$ cat src/rtl/ipv4dq_pkg.sv
package ipv4dq_pkg;

  // Text constants
  localparam logic [7:0] CHAR_ZERO = 8'h30;
  localparam logic [7:0] CHAR_NINE = 8'h39;
  localparam logic [7:0] CHAR_DOT  = 8'h2E;

  // Number rules
  localparam int unsigned OCTET_MAX    = 255;
  localparam int unsigned DECIMAL_BASE = 10;
  localparam int unsigned DOTS_NEEDED  = 3;

  typedef enum logic [2:0] {
    ERR_NONE = 3'd0,
    ERR_OVER = 3'd1,
    ERR_DOTS = 3'd2,
    ERR_CHAR = 3'd3,
    ERR_FEW  = 3'd4
  } error_kind_t;

  // Parse state carried from one character to the next
  typedef struct packed {
    logic [7:0]      acc;
    logic [1:0]      dots;
    logic [2:0][7:0] octets;
    error_kind_t     err;
  } parse_state_t;

  // Outcome of one string
  typedef struct packed {
    logic        ok;
    logic [31:0] value;
    error_kind_t kind;
  } parse_result_t;

endpackage

$ cat src/rtl/ipv4dq_if.sv
// Character stream: one text byte per beat, or an end-of-text beat
interface ipv4dq_char_if;
  logic       valid;
  logic       ready;
  logic [7:0] text_char;
  logic       end_of_text;

  modport source (output valid, text_char, end_of_text, input ready);
  modport sink   (input valid, text_char, end_of_text, output ready);
endinterface

// Parse outcome: one beat per string
interface ipv4dq_result_if;
  logic        valid;
  logic        ready;
  logic        parse_ok;
  logic [31:0] ipv4_value;
  logic [2:0]  error_kind;

  modport source (output valid, parse_ok, ipv4_value, error_kind, input ready);
  modport sink   (input valid, parse_ok, ipv4_value, error_kind, output ready);
endinterface

$ cat src/rtl/ipv4dq_step.sv
// Next parse state for one character, and the outcome on end of text
module ipv4dq_step (
  input  ipv4dq_pkg::parse_state_t  state,
  input  logic [7:0]                text_char,
  input  logic                      end_of_text,
  output ipv4dq_pkg::parse_state_t  state_next,
  output ipv4dq_pkg::parse_result_t outcome
);
  import ipv4dq_pkg::*;

  logic [7:0]  digit;
  logic [11:0] acc_next;
  error_kind_t final_err;

  // acc * 10 + digit; at most 2559, so 12 bits
  assign digit    = text_char - CHAR_ZERO;
  assign acc_next = {4'b0, state.acc} * 12'(DECIMAL_BASE) + {4'b0, digit};

  // Outcome at end of text: sticky error wins, then the dot count
  always_comb begin
    final_err = state.err;
    if (state.err == ERR_NONE && state.dots != 2'(DOTS_NEEDED)) begin
      final_err = ERR_FEW;
    end
    outcome.ok    = (final_err == ERR_NONE);
    outcome.kind  = final_err;
    outcome.value = (final_err == ERR_NONE) ? {state.acc, state.octets} : 32'd0;
  end

  // State update
  always_comb begin
    state_next = state;
    if (end_of_text) begin
      state_next = '0;
    end else if (state.err == ERR_NONE) begin
      if (text_char >= CHAR_ZERO && text_char <= CHAR_NINE) begin
        if (acc_next > 12'(OCTET_MAX)) begin
          state_next.err = ERR_OVER;
        end else begin
          state_next.acc = acc_next[7:0];
        end
      end else if (text_char == CHAR_DOT) begin
        if (state.dots == 2'(DOTS_NEEDED)) begin
          state_next.err = ERR_DOTS;
        end else begin
          state_next.octets[state.dots] = state.acc;
          state_next.dots               = state.dots + 2'd1;
          state_next.acc                = '0;
        end
      end else begin
        state_next.err = ERR_CHAR;
      end
    end
  end

endmodule

$ cat src/rtl/ipv4_dotted_quad_parser.sv
// IPv4 dotted-decimal parser. Feed the address text one character per beat on
// chars, then one beat with end_of_text set (its text_char is ignored). One
// beat is taken every cycle unless an end-of-text beat waits in the input
// register; the character update (multiply by ten, add, range check, dot
// bookkeeping) is a combinational step on the parse state, so the rate is one
// character per clock while nothing waits. The end-of-text beat passes through
// the input register and then the result register, which loads the outcome
// when the end-of-text beat advances, and raises result.valid. A result
// waiting on a stalled sink does not stop characters of the next string; only
// a further end-of-text beat waits in the input register for the result
// register to free, and it holds off the beats behind it while it waits.
// parse_ok is 1 with the packed address (first octet in bits 7..0), or 0 with
// ipv4_value zero and the first error seen: 1 octet over 255, 2 too many dots,
// 3 invalid character, 4 too few dots. Empty octets read as zero and leading
// zeros are accepted.
module ipv4_dotted_quad_parser (
  input  logic                   clk,
  input  logic                   rst,
  ipv4dq_char_if.sink            chars,
  ipv4dq_result_if.source        result
);
  import ipv4dq_pkg::*;

  logic          s1_valid;
  logic [7:0]    s1_char;
  logic          s1_end;
  logic          advance;
  parse_state_t  state;
  parse_state_t  state_next;
  parse_result_t outcome;
  logic          res_valid;
  parse_result_t res;

  // Input stage moves on unless it holds an end beat and the result is stuck
  assign advance     = s1_valid && (!s1_end || !res_valid || result.ready);
  assign chars.ready = !s1_valid || advance;

  // Input register
  always_ff @(posedge clk) begin
    if (rst) begin
      s1_valid <= 1'b0;
    end else if (chars.ready) begin
      s1_valid <= chars.valid;
    end
    if (chars.ready && chars.valid) begin
      s1_char <= chars.text_char;
      s1_end  <= chars.end_of_text;
    end
  end

  ipv4dq_step u_step (
    .state       (state),
    .text_char   (s1_char),
    .end_of_text (s1_end),
    .state_next  (state_next),
    .outcome     (outcome)
  );

  // Parse state
  always_ff @(posedge clk) begin
    if (rst) begin
      state <= '0;
    end else if (advance) begin
      state <= state_next;
    end
  end

  // Result register
  always_ff @(posedge clk) begin
    if (rst) begin
      res_valid <= 1'b0;
    end else if (advance && s1_end) begin
      res_valid <= 1'b1;
    end else if (result.ready) begin
      res_valid <= 1'b0;
    end
    if (advance && s1_end) begin
      res <= outcome;
    end
  end

  assign result.valid      = res_valid;
  assign result.parse_ok   = res.ok;
  assign result.ipv4_value = res.value;
  assign result.error_kind = res.kind;

endmodule

$ cat src/flat_wrapper.sv
// flat-port wrapper written by rule: the top's interface ports become plain ports
module ipv4_dotted_quad_parser_flat import ipv4dq_pkg::*;
  (clk, rst, chars_valid, chars_text_char, chars_end_of_text, chars_ready, result_valid, result_parse_ok, result_ipv4_value, result_error_kind, result_ready);
  ipv4dq_char_if chars_i ();
  ipv4dq_result_if result_i ();
  input  logic clk;
  input  logic rst;
  input wire logic [$bits(chars_i.valid)-1:0] chars_valid;
  input wire logic [$bits(chars_i.text_char)-1:0] chars_text_char;
  input wire logic [$bits(chars_i.end_of_text)-1:0] chars_end_of_text;
  output wire logic [$bits(chars_i.ready)-1:0] chars_ready;
  output wire logic [$bits(result_i.valid)-1:0] result_valid;
  output wire logic [$bits(result_i.parse_ok)-1:0] result_parse_ok;
  output wire logic [$bits(result_i.ipv4_value)-1:0] result_ipv4_value;
  output wire logic [$bits(result_i.error_kind)-1:0] result_error_kind;
  input wire logic [$bits(result_i.ready)-1:0] result_ready;
  assign chars_i.valid = chars_valid;
  assign chars_i.text_char = chars_text_char;
  assign chars_i.end_of_text = chars_end_of_text;
  assign chars_ready = chars_i.ready;
  assign result_valid = result_i.valid;
  assign result_parse_ok = result_i.parse_ok;
  assign result_ipv4_value = result_i.ipv4_value;
  assign result_error_kind = result_i.error_kind;
  assign result_i.ready = result_ready;
  ipv4_dotted_quad_parser u_core (.clk(clk), .rst(rst), .chars(chars_i), .result(result_i));
endmodule
$ cat config.mk
export PLATFORM = sky130hd
export DESIGN_NAME = ipv4_dotted_quad_parser_flat
export DESIGN_NICKNAME = d
export VERILOG_FILES = /design/src/rtl/ipv4dq_pkg.sv /design/src/rtl/ipv4dq_if.sv /design/src/rtl/ipv4dq_step.sv /design/src/rtl/ipv4_dotted_quad_parser.sv /design/src/flat_wrapper.sv
export SDC_FILE = /design/constraint.sdc
export NUM_CORES = 1
export LEC_CHECK = 0
export ABC_AREA = 1
export BUFFER_PORTS_ARGS = -buffer_cell sky130_fd_sc_hd__buf_2
export CORE_ASPECT_RATIO = 0.8
export CORE_MARGIN = 4
export CORE_UTILIZATION = 45
export DETAILED_ROUTE_END_ITERATION = 8
export HOLD_SLACK_MARGIN = 0.06
export PLACE_DENSITY = 0.74
export SLEW_MARGIN = 20
export SYNTH_ARGS = -nofsm -noshare
export SYNTH_HDL_FRONTEND = slang
export SYNTH_SLANG_ARGS = --single-unit
$ cat constraint.sdc
create_clock -name clk -period 4.1 [get_ports clk]
set_input_delay 0.615 -clock clk [delete_from_list [all_inputs] [get_ports clk]]
set_output_delay 0.615 -clock clk [all_outputs]
set_load 0.02 [all_outputs]
Word level (Yosys, flattened, before mapping)
Index checks and enable logic that the tools add are counted.
- bits in registers: 84
- word-level logic and storage cells: 69
- multipliers: 1
- muxes and demuxes: 17
- $add $sub $neg: 3
- magnitude comparators: 5
- reduce and logical (&&, ||, !) cells: 21
- eq/ne operators: 9
- operators with widths (cell ; count):
    $mux W37 ; 2
    $mux W34 ; 2
    $mux W26 ; 1
    $bwmux W24 ; 1
    $mux W8 ; 3
    $demux W8 S2 ; 1
    $mux W3 ; 5
    $add A12 B8 Y12 ; 1
    $gt A12 B8 Y1 const B ; 1
    $mul A8 B3 Y11 const B ; 1
    $reduce_and A5 Y1 ; 2
    $eq A8 B6 Y1 const B ; 1
    $ge A8 B6 Y1 const B ; 1
    $le A8 B6 Y1 const B ; 1
    $sub A8 B6 Y8 const B ; 1
    $logic_and A1 B1 Y1 ; 6
    $logic_not A3 Y1 ; 2
    $ne A3 B2 Y1 const B ; 2
    $reduce_bool A2 Y1 ; 3
    $ne A2 B1 Y1 const B ; 2
    $ne A4 B2 Y1 const B ; 1
    $reduce_and A4 Y1 ; 1
    $logic_not A1 Y1 ; 3
    $logic_or A1 B1 Y1 ; 3
    other kinds (8) ; 9

Depth between registers and ports, before layout
Gate-level depths: netlist of run 1.
- word-level depth: 10
- mapped depth: 18
- mapped depth without buffers: 18

Modules after synthesis
A second synthesis of run 1 with hierarchy kept.
- cells, all modules: 603
- area total of the unflattened synthesis: 4745.8 um^2
- by module, submodules not included (module ; times used ; cells each ; area each (um^2)):
    ipv4_dotted_quad_parser ; 1 ; 304 ; 3108.0
    ipv4dq_step ; 1 ; 299 ; 1637.8

Least setup slack after synthesis of run 1
OpenSTA, ideal clock, no wires.
- path type: reg2reg
- from: register u_core.state[30] (netlist name)
- to: register u_core.state[33] (netlist name)
- path buffers: 0
- clock period less this slack: 2.666 ns
- arrival time: 2.524 ns
- path slack: 1.434 ns
- library setup time: 0.143 ns
- stages on the path, launching flop included: 19
- path through: dfxtp_1 -> ha_1 -> ha_1 -> inv_1 -> fa_1 -> xnor2_1 -> ha_1 -> nand2_1 -> inv_1 -> nand2_1 -> nand3_1 -> nor2_1 -> nand2_1 -> nand2_1 -> nand4_1 -> nand2_1 -> nand2_2 -> nand2_1 -> a21oi_1
- cells in the longest elaborated chain, start to end: 6
- RTL lines (what ; line ; RTL):
    $mul A8 B3 Y11 (*) ; ipv4dq_step.sv:17 ; assign acc_next = {4'b0, state.acc} * 12'(DECIMAL_BASE) + {4'b0, digit};
    $add A12 B8 Y12 (*) ; ipv4dq_step.sv:17 ;
    parallel branches: the longest is 4 deep, another holds $gt A12 B8 Y1 ; -- ;
Mark *: on every way between the ends. The select of a mux whose other input is x is not followed.
A chain may end at the register's enable or synchronous reset.

Worst setup path after layout of run 1
- from: register u_core.state[30] (netlist name)
- to: register u_core.state[33] (netlist name)
- cells in the longest elaborated chain, start to end: 6
- RTL lines (what ; line):
    $mul A8 B3 Y11 (*) ; ipv4dq_step.sv:17
    $add A12 B8 Y12 (*) ; ipv4dq_step.sv:17
    parallel branches: the longest is 4 deep, another holds $gt A12 B8 Y1 ; --
Marked as above.

==> results of run 1 <==
registers in the layout, summed over array words and instances (netlist names):
signal                    flops
u_core.result.valid           1
u_core.result.ipv4_value     32
u_core.result.parse_ok        1
u_core.s1_end                 1
u_core.s1_char                8
u_core.state                 36
u_core.s1_valid               1
u_core.result.error_kind      3
critical path, delay by kind of cell, from the launching register on:
family | cells | cell delay (ps)
fa+ha+maj | 4 | 1190
buf+inv | 1 | 60
xor+xnor | 1 | 150
simple gates | 5 | 760
compound gates | 2 | 370
flops | 1 | 370
routing by layer:
metal,routed length [um],track usage,vias to the layer above
met3,650,0.0401,9
met2,3570,0.248,105
met5,0,0,-
li1,-,-,1530
met1,3770,0.224,1377
met4,108,0.0465,0
worst paths after layout:
| check | from | end | cells after the start |
|---|---|---|---|
| max | u_core.state[30] | u_core.state[33] | 13 |
| min | chars_text_char[5] | u_core.s1_char[5] | 1 |
| max reg2reg | u_core.state[30] | u_core.state[33] | 13 |
| min reg2reg | u_core.state[18] | u_core.state[18] | 2 |
power groups by stage:
| stage | logic [mW] | clock network (mW) | registers, mW |
|---|---|---|---|
| floorplan | 0.0727 | 0 | 0.931 |
| detailed placement | 0.114 | 0 | 0.921 |
| global route | 0.128 | 0.912 | 0.905 |
| global placement | 0.112 | 0 | 0.921 |
| CTS | 0.115 | 0.875 | 0.904 |
| finish | 0.115 | 0.860 | 0.903 |
area by class of cell:
type                            instances  share of cell area
Inverter                               72              0.0578
Multi-Input combinational cell        278               0.347
Clock buffer                            9              0.0473
Sequential cell                        83               0.444
Tap cell                              112              0.0294
Clock inverter                          7              0.0210
Timing Repair Buffer                   51              0.0541
cells in the mapped netlist (all sizes together):
cell type and n:
a21oi 45, a31oi 1, buf 4, clkbuf 9, clkinv 1, dfxtp 38
edfxtp 45, fa 2, ha 25, inv 71, nand2 103, nand3 15
nand4 11, nor2 57, nor3 2, o21a 1, o21ai 7, o21bai 1
or2 1, xnor2 2, xor2 5
logic make-up (layout without fill, tap and decap cells):
family	count (synthesis)	after routing	synth area share
xor gates and xnor gates	7	7	0.0150
buffers and inverters	85	139	0.0807
AOI/OAI and AO/OA	55	55	0.0853
and+or+nand+nor	189	189	0.217
DFF	83	83	0.516
adders and majority gates	27	27	0.0862
==> results.txt, run 1 <==
outcome = complete, no violations
synthesis-to-layout area growth = 16.3%
most frequent cells in the layout = sky130_fd_sc_hd__nand2_1 (99), sky130_fd_sc_hd__inv_1 (67), sky130_fd_sc_hd__buf_2 (50)
IR drop worst, VDD = 239 uV
arrival time of data at the critical path endpoint = 3230 ps
max-cap viol count = 0
per-instance average area after synthesis = 9.18 um2
post-CTS setup-driven buffer insertion count = 0
min setup slack post-route = 1130 ps
ordered list of cells on the worst path = ha_1 > ha_1 > inv_1 > fa_1 > xnor2_1 > ha_1 > a21oi_1 > nand4_1 > nor2_1 > nor2_1 > nor3_4 > nand4_1 > a21oi_1
wire length of the first global-routing pass = 13700 um
area after detailed placement = 4440 um2
post-DP HPWL = 6040 um
total count of hold-check failures in the final report = 0
buffers added on ports = 50
worst setup skew after layout = 7.17 ps
Clk Tree Root Cell = sky130_fd_sc_hd__clkbuf_16
fraction of power consumed by the clock network = 0.458
GR Util All Layers = 0.161
post-synthesis cell area = 4090 um2
core box area = 8670 um2
last weighted congestion value of the routability-driven placer = 0.943
number of filler cells placed in the layout = 769
# DRC = 0
slowest stage delay, CP = 390 ps
flip-flop and latch count after synthesis = 83
Worst Path Max Fanout = 7
post-route antenna net violation count = 0
effective utilization at floorplan = 0.472
share of layout cells above drive strength 1 = 0.208
Max clock buf depth = 2
number of different library cells in the post-synthesis netlist = 36
FF/Latch Area = 2110 um2
class of the worst hold path = primary input to flip-flop
cell type with the largest total area after synthesis = sky130_fd_sc_hd__edfxtp_1
max-slew violation count = 0
std cell rows = 30
Slew HR = 0.363
yosys synthesis warning count = 0
post-synthesis cell count = 446
cell at the slowest stage of the critical path = sky130_fd_sc_hd__fa_1
y dimension of the die = 93.3 um
combinational fraction of design power = 0.061
die outline area = 10700 um2
Switch Pwr = 0.414 mW
maximum level of the CTS H-tree = 3
total internal power = 1.46 mW
final worst path period share = 0.726
data required time at the worst endpoint = 4350 ps
largest net degree at the start of global routing = 36
CP Class = flip-flop to flip-flop
flop-to-flop setup slack = 1130 ps
most common cell after layout, fill and taps aside = sky130_fd_sc_hd__nand2_1
post-route cell area = 4760 um2
switching fraction of total power = 0.220
Via-to-Cell Ratio = 4.94
Overall Power = 1.88 mW
Post-Route WL = 8100 um
ranking of synthesized cells by area = sky130_fd_sc_hd__edfxtp_1 (33%), sky130_fd_sc_hd__dfxtp_1 (19%), sky130_fd_sc_hd__nand2_1 (9.1%)
total grt overflow = 0
Tmin final = 2970 ps
clock transition at the registers of the reported paths = 60 ps
CTS Sinks = 83
sequential cell area fraction in the yosys report = 0.516
unrepaired setup endpoints after global routing = false
syn nets = 486
WL per Instance = 13.2 um
count of nets after finishing = 535
slew at the pin closest to its max-slew limit = 955 ps
fin util = 0.549
Final setup viols = 0
post-cts sizing count = 0
antenna violations before repair = 0
Antenna Cells = 0
CTS hold repair buffers = 0
Non-Filler Instances = 612
Setup crit start kind = flip-flop
via count of the first global-routing pass = 2926
number of iterations in the first detailed-routing pass = 5
crit-path most repeated cell = sky130_fd_sc_hd__ha_1
power density cells = 394 nW/um2
overall die width = 115 um
Total Neg Setup Slack = 0 ps
number of cells after detailed placement = 596
footprint of the multi-input gates = 1650 um2
area share of the largest cell type after synthesis = 0.330
leakage power = 1.85 nW
total vias in the final route = 3021
maximum frequency from static timing analysis = 0.336 GHz
proportion of power drawn by flip-flops and latches = 0.481
endpoint class of the critical path = flip-flop
I/O Pins = 51
Hold Slack = 455 ps
worst setup slack after placement = 1160 ps
number of DRC violations after detailed-routing iteration 0 = 149
clock latency at the later pin of the worst-skew pair = 330 ps
number of CTS-inserted buffers = 9
clock tree from TritonCTS = done
Power figures use the tool's default switching activity.
==> run 2, diff against run 1 <==
ABC_AREA = 0   (was 1)
PLACE_DENSITY = 0.77   (was 0.74)
clock period = 2.6 ns   (was 4.1 ns; I/O delays follow)
==> run 2 against run 1 <==
The flow now finishes with violations (setup timing). Total power is 39% higher. Clock power up 21%. Routed wire length decreased by 4.3%. Critical path depth fell by 1. Critical path type unchanged. Non-clock buffer count up 37.
==> results.txt, run 2 <==
outcome = complete, but fails checks
violations in the final reports = setup timing
class of the worst hold path = primary input to flip-flop
overall die width = 111 um
number of CTS-inserted buffers = 9
CP Class = flip-flop to flip-flop
y dimension of the die = 90.0 um
post-synthesis cell count = 330
Post-synth ARST share = 0
CTS Sinks = 83
post-synthesis cell area = 3780 um2
Clk Tree Root Cell = sky130_fd_sc_hd__clkbuf_8
cell at the slowest stage of the critical path = sky130_fd_sc_hd__or4_4
largest net degree at the start of global routing = 37
WL per Instance = 14.7 um
arrival time of data at the critical path endpoint = 3490 ps
unrepaired setup endpoints after global routing = true
clock latency at the later pin of the worst-skew pair = 350 ps
endpoint class of the critical path = flip-flop
last weighted congestion value of the routability-driven placer = 0.855
effective utilization at floorplan = 0.470
Antenna Cells = 0
max-cap viol count = 0
Worst Path Max Fanout = 6
most numerous cell in the Yosys netlist = sky130_fd_sc_hd__edfxtp_1
maximum level of the CTS H-tree = 3
number of DRC violations after detailed-routing iteration 0 = 170
data required time at the worst endpoint = 2860 ps
most frequent cells in the layout = sky130_fd_sc_hd__buf_2 (50), sky130_fd_sc_hd__edfxtp_1 (45), sky130_fd_sc_hd__nor2_1 (37), sky130_fd_sc_hd__buf_4 (37), sky130_fd_sc_hd__and2_1 (34)
# DRC = 0
WL met3 = 451 um
leakage power = 1.91 nW
slowest stage delay, CP = 420 ps
wire length of the first global-routing pass = 12400 um
largest register by flop count = u_core.state
min setup slack post-route = -630 ps
Via-to-Cell Ratio = 5.18
number of different library cells in the post-synthesis netlist = 44
met2 wirelength from detailed routing = 3810 um
die outline area = 9950 um2
cell type with the largest total area after synthesis = sky130_fd_sc_hd__edfxtp_1
largest delay contributor family on the critical path = compound AO/OA/AOI/OAI gates
final worst path period share = 1.24
post-route antenna net violation count = 0
area share of the largest cell type after synthesis = 0.357
syn nets = 370
power density cells = 535 nW/um2
Tmin final = 3230 ps
prevailing post-synth register cell = sky130_fd_sc_hd__edfxtp_1
antenna violations before repair = 0
buffers added on ports = 50
per-instance average area after synthesis = 11.5 um2
clock tree from TritonCTS = done
ordered list of cells on the worst path = ha_4 > ha_4 > a21o_1 > a211oi_2 > nor2_1 > ha_2 > or4_4 > or3_4 > o32a_4 > a211oi_4 > o21ai_4 > o32ai_2
fin util = 0.605
ranking of synthesized cells by area = sky130_fd_sc_hd__edfxtp_1 (36%), sky130_fd_sc_hd__dfxtp_1 (20%), sky130_fd_sc_hd__ha_1 (8.3%)
slew at the pin closest to its max-slew limit = 547 ps
Max clock buf depth = 2
Slew HR = 0.636
number of iterations in the first detailed-routing pass = 4
leading cell types by count after synthesis = sky130_fd_sc_hd__edfxtp_1 (45), sky130_fd_sc_hd__dfxtp_1 (38), sky130_fd_sc_hd__nor2_1 (38), sky130_fd_sc_hd__and2_1 (34), sky130_fd_sc_hd__ha_1 (25)
post-DP HPWL = 5560 um
flip-flop and latch count after synthesis = 83
max-slew violation count = 0
core box area = 8060 um2
via count of the first global-routing pass = 2600
GR Util All Layers = 0.154
sequential cell area fraction in the yosys report = 0.558
maximum frequency from static timing analysis = 0.310 GHz
clock transition at the registers of the reported paths = 90 ps
crit-path most repeated cell = sky130_fd_sc_hd__ha_4
flip-flop count of the largest register, all copies and words added = 36
std cell rows = 29
total count of hold-check failures in the final report = 0
IR drop worst, VDD = 293 uV
count of buffer and inverter cells on the critical path = 0
Post-Route WL = 7750 um
most common cell after layout, fill and taps aside = sky130_fd_sc_hd__buf_2
share of layout cells above drive strength 1 = 0.333
synthesis-to-layout area growth = 28.8%
Total Neg Setup Slack = -5630 ps
total grt overflow = 0
Final setup viols = 10
yosys synthesis warning count = 0
I/O Pins = 51
met1 routed wirelength after detailed routing = 3340 um
total vias in the final route = 2737
worst setup skew after layout = 7.50 ps
count of nets after finishing = 455
number of flops mapped to enable cells by yosys = 45
highest metal layer used by the detailed router = met4
Setup crit start kind = flip-flop
## run 2: logic make-up after synthesis
group,share of synthesized area
xor+xnor,0.0208
compound gates,0.144
buf+inv,0.0278
fa+ha+maj,0.0932
mux,0.00297
flops,0.558
simple gates,0.153
## run 2: what timing repair did
item,CTS,global route
endpoints found under the hold margin,0,0
buffers inserted,0,2
hold buffers,0,0
setup endpoints to repair,10,10
pin swaps,2,7
resized for setup,4,11
## run 2: per-layer routing
metal  up-vias  global-route usage
li1       1367                   -
met2        83               0.253
met5         -                   0
met1      1272               0.196
met3        15              0.0376
met4         0              0.0595
## run 2: layout make-up
type	count	area, um2
clock buffer	9	124
clock inverter	7	106
fill	634	3180
inverter	14	52.6
multi-input combinational	219	1790
sequential	83	2130
tap	108	135
timing repair buffer	88	539
## run 2: stage by stage
| stage | hold WS, ps | cells | power (mW) | setup slack [ps] | instance area [um2] |
|---|---|---|---|---|---|
| floorplan | 470 | 330 | 1.53 | -533 | 3920 |
| global placement | 480 | 510 | 1.59 | -560 | 4530 |
| detailed placement | 490 | 510 | 1.59 | -624 | 4530 |
| CTS | 199 | 526 | 2.62 | -538 | 4780 |
| global route | 191 | 528 | 2.71 | -733 | 4870 |
| finish | 204 | 528 | 2.61 | -630 | 4870 |
## run 2: power breakdown
part	switching, mW	internal (mW)	leakage [nW]
sequential	0.0150	1.40	0.733
clock	0.483	0.557	0.116
combinational	0.0952	0.0597	1.06
total	0.594	2.01	1.91
## run 2: worst paths after layout
check	start	endpoint	slack [ps]	cells after the start
hold / removal	chars_end_of_text	u_core.s1_end	200	1
setup reg to reg	u_core.state[33]	u_core.state[34]	-630	12
setup / recovery	u_core.state[33]	u_core.state[34]	-630	12
hold reg to reg	u_core.state[12]	u_core.state[12]	500	2
==> run 3, diff against run 2 <==
GPL_ROUTABILITY_DRIVEN = 0   (was not set)
SKIP_CTS_REPAIR_TIMING = 1   (was not set)
==> run 3 against run 2 <==
The flow still finishes with violations (setup timing). Fmax rose by 0.10%. Non-clock buffer count fell by 2. Sequential power barely moved. Hold slack improved by 1.5 ps. First-iteration DRC count rose by 33%. Critical path type unchanged. Largest power group unchanged.
==> results.txt, run 3 (synthesis results as in run 2) <==
final worst path period share = 1.24
violations in the final reports = setup timing
leakage power = 1.90 nW
clock tree from TritonCTS = done
clock transition at the registers of the reported paths = 90 ps
number of filler cells placed in the layout = 636
largest delay contributor family on the critical path = compound AO/OA/AOI/OAI gates
Worst R2R Path Depth = 12
most common cell after layout, fill and taps aside = sky130_fd_sc_hd__buf_2
post-DP HPWL = 5560 um
unrepaired setup endpoints after global routing = true
post-route cell area = 4840 um2
data required time at the worst endpoint = 2850 ps
slew at the pin closest to its max-slew limit = 527 ps
ordered list of cells on the worst path = ha_4 > ha_4 > a21o_1 > a211oi_2 > nor2_1 > ha_2 > or4_4 > or3_4 > o32a_4 > a31oi_1 > o31a_2 > mux2_4
I/O Pins = 51
Post-Route WL = 7680 um
area after detailed placement = 4530 um2
Min-Delay Path Depth = 1
WL met3 = 470 um
Via-to-Cell Ratio = 5.17
number of cells after detailed placement = 510
number of CTS-inserted buffers = 9
die outline area = 9950 um2
total grt overflow = 0
Non-Filler Instances = 526
via count of the first global-routing pass = 2582
CTS Sinks = 83
Max clock buf depth = 2
clock latency at the later pin of the worst-skew pair = 350 ps
met2 wirelength from detailed routing = 3790 um
share of layout cells above drive strength 1 = 0.325
overall die width = 111 um
CP Class = flip-flop to flip-flop
Final setup viols = 10
slowest stage delay, CP = 420 ps
synthesis-to-layout area growth = 27.8%
# DRC = 0
maximum frequency from static timing analysis = 0.310 GHz
flop-to-flop setup slack = -630 ps
IR drop worst, VDD = 293 uV
arrival time of data at the critical path endpoint = 3470 ps
effective utilization at floorplan = 0.470
most frequent cells in the layout = sky130_fd_sc_hd__buf_2 (50), sky130_fd_sc_hd__edfxtp_1 (45), sky130_fd_sc_hd__nor2_1 (37)
max-slew violation count = 0
antenna violations before repair = 0
total count of hold-check failures in the final report = 0
Hold Slack = 206 ps
destination of the worst hold path = u_core.s1_end
Clk Tree Root Cell = sky130_fd_sc_hd__clkbuf_8
number of iterations in the first detailed-routing pass = 7
cell at the slowest stage of the critical path = sky130_fd_sc_hd__or4_4
buffers added on ports = 50
r2r endpoint = u_core.state[35]
std cell rows = 29
maximum level of the CTS H-tree = 3
count of buffer and inverter cells on the critical path = 0
endpoint class of the critical path = flip-flop
Tmin final = 3230 ps
GR Util All Layers = 0.151
count of nets after finishing = 453
wire length of the first global-routing pass = 12200 um
Antenna Cells = 0
number of DRC violations after detailed-routing iteration 0 = 226
Setup crit start kind = flip-flop
start point of the worst min-delay path = chars_end_of_text
post-route antenna net violation count = 0
power density cells = 538 nW/um2
max-cap viol count = 0
WL per Instance = 14.6 um
largest register by flop count = u_core.state
flip-flop count of the largest register, all copies and words added = 36
Worst R2R Start = u_core.state[33]
y dimension of the die = 90.0 um
core box area = 8060 um2
crit-path most repeated cell = sky130_fd_sc_hd__ha_4
min setup slack post-route = -627 ps
worst setup slack after placement = -624 ps
worst setup skew after layout = 6.87 ps
outcome = complete, but fails checks
largest net degree at the start of global routing = 37
class of the worst hold path = primary input to flip-flop
highest metal layer used by the detailed router = met4
Slew HR = 0.649
total vias in the final route = 2718
Worst Path Max Fanout = 4
met1 routed wirelength after detailed routing = 3240 um
run 3: how the worst max path moves through the flow:
stage | cells after the start | slack, ps | to | startpoint
3_5_place_dp | 13 | -620 | u_core.state[30] | u_core.state[32]
4_1_cts | 13 | -650 | u_core.state[30] | u_core.state[32]
2_1_floorplan | 12 | -530 | u_core.state[35] | u_core.state[33]
3_3_place_gp | 13 | -560 | u_core.state[30] | u_core.state[32]
5_1_grt | 13 | -750 | u_core.state[30] | u_core.state[33]
6_report | 12 | -630 | u_core.state[35] | u_core.state[33]
run 3: cell type report:
cell class | instances | area, um2 | area share
flip-flops and latches | 83 | 2130 | 0.440
multi-input cells | 219 | 1770 | 0.365
repair buffers | 86 | 524 | 0.108
well taps | 108 | 135 | 0.0279
clock buffers | 9 | 124 | 0.0256
clock inverters | 7 | 106 | 0.0220
inverters | 14 | 52.6 | 0.0109
run 3: layer usage:
layer | global-route usage | vias up
met3 | 0.0376 | 16
met5 | 0 | -
met1 | 0.194 | 1261
met2 | 0.246 | 77
li1 | - | 1364
met4 | 0.0595 | 0
run 3: stage by stage:
step                setup TNS [ps]  total power [mW]  utilization
floorplan                    -3840              1.53            -
global placement             -4620              1.59        0.562
detailed placement           -5130              1.59        0.562
CTS                          -5430              2.62        0.590
global route                 -6980              2.71        0.601
finish                       -5710              2.60        0.601
run 3: power breakdown:
part	switching [mW]	internal, mW
Clock	0.483	0.557
Sequential	0.0151	1.40
Combinational	0.0939	0.0592
